===== src/hw/rtl/hwcs_pkg.sv =====
`timescale 1ns / 1ps
// ----------------------------------------------------------------------------
// hwcs_pkg
// Types and character constants for the HTML whitespace and comment stripper.
// ----------------------------------------------------------------------------
package hwcs_pkg;

    localparam logic [7:0] CHAR_LT    = 8'h3C;  // '<'
    localparam logic [7:0] CHAR_GT    = 8'h3E;  // '>'
    localparam logic [7:0] CHAR_BANG  = 8'h21;  // '!'
    localparam logic [7:0] CHAR_DASH  = 8'h2D;  // '-'
    localparam logic [7:0] CHAR_QUOTE = 8'h22;  // '"'
    localparam logic [7:0] CHAR_SPACE = 8'h20;
    localparam logic [7:0] CHAR_TAB   = 8'h09;
    localparam logic [7:0] CHAR_LF    = 8'h0A;
    localparam logic [7:0] CHAR_CR    = 8'h0D;

    localparam int unsigned MAX_RESULTS = 4;

    typedef struct packed {
        logic [7:0] in_byte;
        logic       in_last;
    } in_item_t;

    typedef struct packed {
        logic [7:0] out_byte;
        logic       run_last;
    } out_item_t;

    // Bytes of the comment opener "<!--", by position.
    function automatic logic [7:0] opener_byte(input logic [1:0] k);
        logic [7:0] b;
        case (k)
            2'd0:    b = CHAR_LT;
            2'd1:    b = CHAR_BANG;
            default: b = CHAR_DASH;
        endcase
        return b;
    endfunction

endpackage


===== src/hw/rtl/html_whitespace_comment_stripper_unit.sv =====
`timescale 1ns / 1ps
// ----------------------------------------------------------------------------
// html_whitespace_comment_stripper_unit
// Streaming HTML minifier: drops spaces in text and tag bodies, and whole comments.
//
//   channel | dir | handshake          | payload
//   s_      | in  | s_valid / s_ready  | s_data : in_byte, in_last
//   m_      | out | m_valid / m_ready  | m_data : out_byte, run_last
//
// Each item is decoded in the cycle it is accepted; its 0..4 result bytes are
// loaded into a four-entry output buffer and leave at one per cycle while
// m_ready is high. An item giving at most one result sustains one item per
// cycle while m_ready is high; more results stall the input while the buffer drains.
// s_ready is high when the buffer is empty or its last byte is being taken.
// Reset (synchronous, aresetn low) returns to text mode with the buffer empty.
// ----------------------------------------------------------------------------
module html_whitespace_comment_stripper_unit (
    input  logic                 aclk,
    input  logic                 aresetn,
    input  logic                 s_valid,
    output logic                 s_ready,
    input  hwcs_pkg::in_item_t   s_data,
    output logic                 m_valid,
    input  logic                 m_ready,
    output hwcs_pkg::out_item_t  m_data
);
    import hwcs_pkg::*;

    typedef enum logic [3:0] {
        MODE_TEXT    = 4'd0,
        MODE_KEYWORD = 4'd1,
        MODE_BODY    = 4'd2,
        MODE_QUOTE   = 4'd3,
        MODE_COMMENT = 4'd4,
        MODE_SKIP    = 4'd5
    } mode_t;

    mode_t       mode_reg, mode_next;
    logic [1:0]  held_reg, held_next;
    logic [1:0]  dash_reg, dash_next;

    logic [7:0]  buf_reg [MAX_RESULTS];
    logic [2:0]  cnt_reg;

    logic [7:0]  res   [MAX_RESULTS];
    logic [2:0]  n_res;
    logic        accept, pop;

    assign accept  = s_valid && s_ready;
    assign m_valid = (cnt_reg != 3'd0);
    assign pop     = m_valid && m_ready;
    assign s_ready = (cnt_reg == 3'd0) || ((cnt_reg == 3'd1) && m_ready);
    assign m_data.out_byte = buf_reg[0];
    assign m_data.run_last = (cnt_reg == 3'd1);

    always_comb begin
        logic [7:0] b;
        logic       do_text;
        b         = s_data.in_byte;
        do_text   = 1'b0;
        mode_next = mode_reg;
        held_next = held_reg;
        dash_next = dash_reg;
        n_res     = 3'd0;
        for (int i = 0; i < MAX_RESULTS; i++) begin
            res[i] = 8'h00;
        end

        case (mode_reg)
            MODE_KEYWORD: begin
                res[n_res[1:0]] = b;
                n_res = n_res + 3'd1;
                if (b == CHAR_SPACE) begin
                    mode_next = MODE_BODY;
                end else if (b == CHAR_GT) begin
                    mode_next = MODE_TEXT;
                end
            end
            MODE_BODY: begin
                if (b == CHAR_QUOTE) begin
                    res[n_res[1:0]] = b;
                    n_res = n_res + 3'd1;
                    mode_next = MODE_QUOTE;
                end else if (b == CHAR_GT) begin
                    res[n_res[1:0]] = b;
                    n_res = n_res + 3'd1;
                    mode_next = MODE_TEXT;
                end else if (b != CHAR_SPACE) begin
                    res[n_res[1:0]] = b;
                    n_res = n_res + 3'd1;
                end
            end
            MODE_QUOTE: begin
                res[n_res[1:0]] = b;
                n_res = n_res + 3'd1;
                if (b == CHAR_QUOTE) begin
                    mode_next = MODE_BODY;
                end
            end
            MODE_COMMENT: begin
                if (b == CHAR_DASH) begin
                    if (dash_reg < 2'd2) begin
                        dash_next = dash_reg + 2'd1;
                    end
                end else if (b == CHAR_GT && dash_reg == 2'd2) begin
                    dash_next = 2'd0;
                    mode_next = MODE_SKIP;
                end else begin
                    dash_next = 2'd0;
                end
            end
            MODE_SKIP: begin
                if (!(b == CHAR_SPACE || b == CHAR_TAB || b == CHAR_LF || b == CHAR_CR)) begin
                    do_text = 1'b1;
                end
            end
            default: begin
                do_text = 1'b1;
            end
        endcase

        if (do_text) begin
            mode_next = MODE_TEXT;
            if (held_reg != 2'd0) begin
                if (b == opener_byte(held_reg)) begin
                    if (held_reg == 2'd3) begin
                        held_next = 2'd0;
                        dash_next = 2'd2;
                        mode_next = MODE_COMMENT;
                    end else begin
                        held_next = held_reg + 2'd1;
                    end
                end else begin
                    // failed comment test: held bytes open a tag keyword
                    for (int k = 0; k < 3; k++) begin
                        if (2'(k) < held_reg) begin
                            res[n_res[1:0]] = opener_byte(2'(k));
                            n_res = n_res + 3'd1;
                        end
                    end
                    held_next = 2'd0;
                    mode_next = MODE_KEYWORD;
                    res[n_res[1:0]] = b;
                    n_res = n_res + 3'd1;
                    if (b == CHAR_SPACE) begin
                        mode_next = MODE_BODY;
                    end else if (b == CHAR_GT) begin
                        mode_next = MODE_TEXT;
                    end
                end
            end else if (b == CHAR_LT) begin
                held_next = 2'd1;
            end else if (b != CHAR_SPACE) begin
                res[n_res[1:0]] = b;
                n_res = n_res + 3'd1;
            end
        end

        if (s_data.in_last) begin
            for (int k = 0; k < 3; k++) begin
                if (2'(k) < held_next) begin
                    res[n_res[1:0]] = opener_byte(2'(k));
                    n_res = n_res + 3'd1;
                end
            end
            mode_next = MODE_TEXT;
            held_next = 2'd0;
            dash_next = 2'd0;
        end
    end

    always_ff @(posedge aclk) begin
        if (!aresetn) begin
            mode_reg <= MODE_TEXT;
            held_reg <= 2'd0;
            dash_reg <= 2'd0;
            cnt_reg  <= 3'd0;
        end else begin
            if (accept) begin
                mode_reg <= mode_next;
                held_reg <= held_next;
                dash_reg <= dash_next;
                cnt_reg  <= n_res;
                for (int i = 0; i < MAX_RESULTS; i++) begin
                    buf_reg[i] <= res[i];
                end
            end else if (pop) begin
                cnt_reg  <= cnt_reg - 3'd1;
                // head entry is always buf_reg[0]
                for (int i = 0; i < MAX_RESULTS - 1; i++) begin
                    buf_reg[i] <= buf_reg[i + 1];
                end
            end
        end
    end

    a_cnt_bound: assert property (@(posedge aclk) disable iff (!aresetn)
        cnt_reg <= 3'(MAX_RESULTS))
        else $error("output buffer count out of range");

    a_held_in_text: assert property (@(posedge aclk) disable iff (!aresetn)
        (held_reg != 2'd0) |-> (mode_reg == MODE_TEXT))
        else $error("opener bytes held outside text mode");

    a_dash_in_comment: assert property (@(posedge aclk) disable iff (!aresetn)
        (dash_reg != 2'd0) |-> (mode_reg == MODE_COMMENT))
        else $error("dash history set outside a comment");

    a_load_only_when_drained: assert property (@(posedge aclk) disable iff (!aresetn)
        accept |-> (cnt_reg == 3'd0 || (cnt_reg == 3'd1 && pop)))
        else $error("item accepted over undelivered results");

endmodule

===== config.mk =====
export PLATFORM = sky130hd
export DESIGN_NAME = html_whitespace_comment_stripper_unit
export DESIGN_NICKNAME = d
export VERILOG_FILES = /design/src/hw/rtl/hwcs_pkg.sv /design/src/hw/rtl/html_whitespace_comment_stripper_unit.sv
export SDC_FILE = /design/constraint.sdc
export NUM_CORES = 1
export LEC_CHECK = 0
export ABC_AREA = 1
export BUFFER_PORTS_ARGS = -buffer_cell sky130_fd_sc_hd__buf_2
export CAP_MARGIN = 20
export CELL_PAD_IN_SITES_DETAIL_PLACEMENT = 0
export CELL_PAD_IN_SITES_GLOBAL_PLACEMENT = 1
export CORE_MARGIN = 2
export CORE_UTILIZATION = 41
export DETAILED_ROUTE_END_ITERATION = 7
export PLACE_DENSITY_LB_ADDON = 0.1
export SLEW_MARGIN = 10
export SYNTH_ARGS = -nofsm -noshare
export SYNTH_HDL_FRONTEND = slang
export SYNTH_SLANG_ARGS = --single-unit

===== constraint.sdc =====
create_clock -name aclk -period 5.8 [get_ports aclk]
set_input_delay 0.87 -clock aclk [delete_from_list [all_inputs] [get_ports aclk]]
set_output_delay 0.87 -clock aclk [all_outputs]
set_load 0.02 [all_outputs]

==> summary.txt <==
Yosys
  • Post-synthesis cell type count: 55
  • Async S/R FF share, synth: 0%
  • Main synth FF type: edfxtp_1
  • Most frequent cell after synthesis: nand2_1
  • Commonest cells post-synth: 120 x nand2_1, 59 x inv_1, 41 x o21ai_0
  • Top cell type's share of synthesized area: 24.5%
  • Area contributors post-synth: edfxtp_1 24%, nand2_1 11%, ha_1 9.9%
  • Synthesized area: 3920 um^2
  • Sequential share of the synthesized area: 30.1%
  • Synth Instances: 525
  • EDFF count, synth: 32
  • Yosys warnings: 0
  • Avg Cell Area, Syn: 7.47 um^2
  • Post-synthesis net count: 570
  • Cell accounting for the most synthesized area: edfxtp_1
  • Seq cells post-synth: 43

Timing
  • Final Hold Vio Count: 0
  • WHS: 0.488 ns
  • Least-Margin Pin Slew: 0.749 ns
  • RSZ-0062 raised after global routing: no
  • Final setup viols: 0
  • Slew headroom: 49.9%
  • Final period util: 92.3%
  • Worst clock skew: 0.00477 ns
  • Max-slew violations: 0
  • Post-route minimum period: 5.35 ns
  • Fmax: 187 MHz
  • Post-Route Setup TNS: 0 ns

Clocking
  • Maximum clock path buffer count: 2
  • Worst-Skew Late Latency: 0.30 ns
  • Post_cts resized: 0
  • TritonCTS clock tree: yes
  • Post-CTS Setup Inserts: 0
  • CTS sink cnt: 43
  • Clock root cell: clkbuf_8
  • Max H-tree Level: 2
  • Post-cts hold buffer count: 0
  • Clock slew at reported path FFs: 0.09 ns
  • Num CTS Buffers: 5

Detailed routing
  • DRC errors left: 0
  • Total wire length: 11300 um
  • Routed len/inst: 16.5 um
  • Iter 0 DRT Violations: 238
  • Antenna Nets Post-Route: 0
  • Initial DRT Pass Iterations: 5
  • DR vias/cell: 5.33
  • Detailed-route via count: 3657

Hold path
  • Tightest Hold Check Type: reg -> reg

Final layout
  • Final nets: 601
  • Number of flip-flops in the largest register: 32
  • Antenna diode count: 0
  • Final core utilization: 47.4%
  • Layout cells sized above 1: 18.1%
  • Area growth from synthesis to final layout: 11.6%
  • Layout fillers: 925

Worst setup path
  • Crit-path max cell delay: 0.44 ns
  • WP data arrival: 5.42 ns
  • Worst Path Required: 5.86 ns
  • CP Capture Type: register
  • Setup CP Type: in -> reg
  • Crit path max-delay cell type: fa_1
  • CP Launch Type: input pin
  • Crit Path Max Fanout: 7
  • Cell mode on critical path: inv_1

Die
  • Row cnt: 35
  • Std-Cell Core Area: 9240 um^2
  • Starting Density: 42.5%
  • Die area: 10400 um^2
  • Die Y-Extent: 102 um
  • I/O Pins: 24
  • Die Width: 102 um

Power and ir drop
  • Peak supply drop: 0.230 mV
  • Total Power: 1930 uW
  • PwrDens: 442 nW/um^2
  • Leakage power: 0.00193 uW

Global route
  • First-pass GRT wire length: 18200 um
  • Overall Global Routing Usage: 22.9%
  • Largest net degree at the start of global routing: 26
  • Vias in the first global route: 3512
  • Grt ovf: 0
  • Antenna violations before repair: 0

Placement
  • Gpl congestion: 0.983
  • Hpwl dp: 9030 um
  • IO Port Bufs: 23

Flow run
  • Total of max-cap violations: 0

Run status
  • Status: finished clean
-- report_power, final --
group          switching, uW  leakage, uW  total (uW)  internal [uW]
registers               25.2     0.000395         456            431
logic                    795      0.00147        1190            396
clock network            114    0.0000644         286            172
-- path summary, 6_finish.rpt --
path / start / to / slack, ns / depth (start not counted)
worst max register to register: mode_reg[0] / buf_reg[2][0] / 0.90 / 26
worst min register to register: dash_reg[0] / dash_reg[0] / 0.49 / 2
worst min-delay path: dash_reg[0] / dash_reg[0] / 0.49 / 2
worst max-delay path: s_data[8] / buf_reg[2][0] / 0.45 / 29
-- stage by stage --
step	setup slack (ns)	instances	area [um^2]
after floorplan	0.275	525	3920
after global placement	0.294	678	4240
after detailed placement	0.165	678	4240
after CTS	0.485	686	4380
after global routing	0.0430	686	4380
final	0.446	686	4380
-- logic make-up (layout without fill, tap and decap cells) --
kind of cell	count (synthesis)	after routing	share of synthesized area (%)
fa+ha+maj	32	32	10.4
compound gates	121	121	19.1
xor+xnor	4	4	1.56
flops	43	43	30.1
buf+inv	86	118	8.90
simple gates	239	239	30.0
-- layout by cell type (no fill, tap or decap), types with 3 or more instances in the layout --
master    instances
nor3_1            4
clkbuf_8          5
edfxtp_1         32
nand2_8           3
o211ai_1          8
buf_4            13
inv_1            59
o21ai_2           5
nand4_1           3
inv_2            10
dfxtp_1          11
o21ai_1           6
a32oi_1           3
nand2_4           4
nor2_2            4
nor2_1           40
o22ai_1           6
ha_1             31
o21ai_0          41
nor2_4            7
nand2_2          11
nand3_1          35
a31oi_1           5
nand2_1         120
o31ai_1           4
buf_2            23
a21oi_1          28
-- layer usage --
metal / GRT usage [%] / wire, um / share of wire, % / vias to the layer above
met3: 3.49 / 508 / 4.5 / 25
met4: 6.87 / 250 / 2.2 / 0
li1: - / - / - / 1836
met2: 36.9 / 5200 / 46 / 102
met5: 0 / 0 / 0 / -
met1: 31.7 / 5330 / 47 / 1694
-- cell type report --
cell class	instances	area [um^2]	area share, %
flip-flops and latches	43	1180	27.0
clock inverters	3	67.6	1.54
clock buffers	5	68.8	1.57
repair buffers	36	213	4.86
multi-input cells	396	2400	54.7
inverters	74	289	6.60
well taps	129	161	3.69
-- worst max-delay path, delay by kind of cell --
kind	cells	cell delay [ns]
AO/OA/AOI/OAI	6	0.94
AND/OR/NAND/NOR	10	1.37
buffers and inverters	8	0.73
adder cells (fa/ha/maj)	5	1.51
Power figures use the tool's default switching activity.
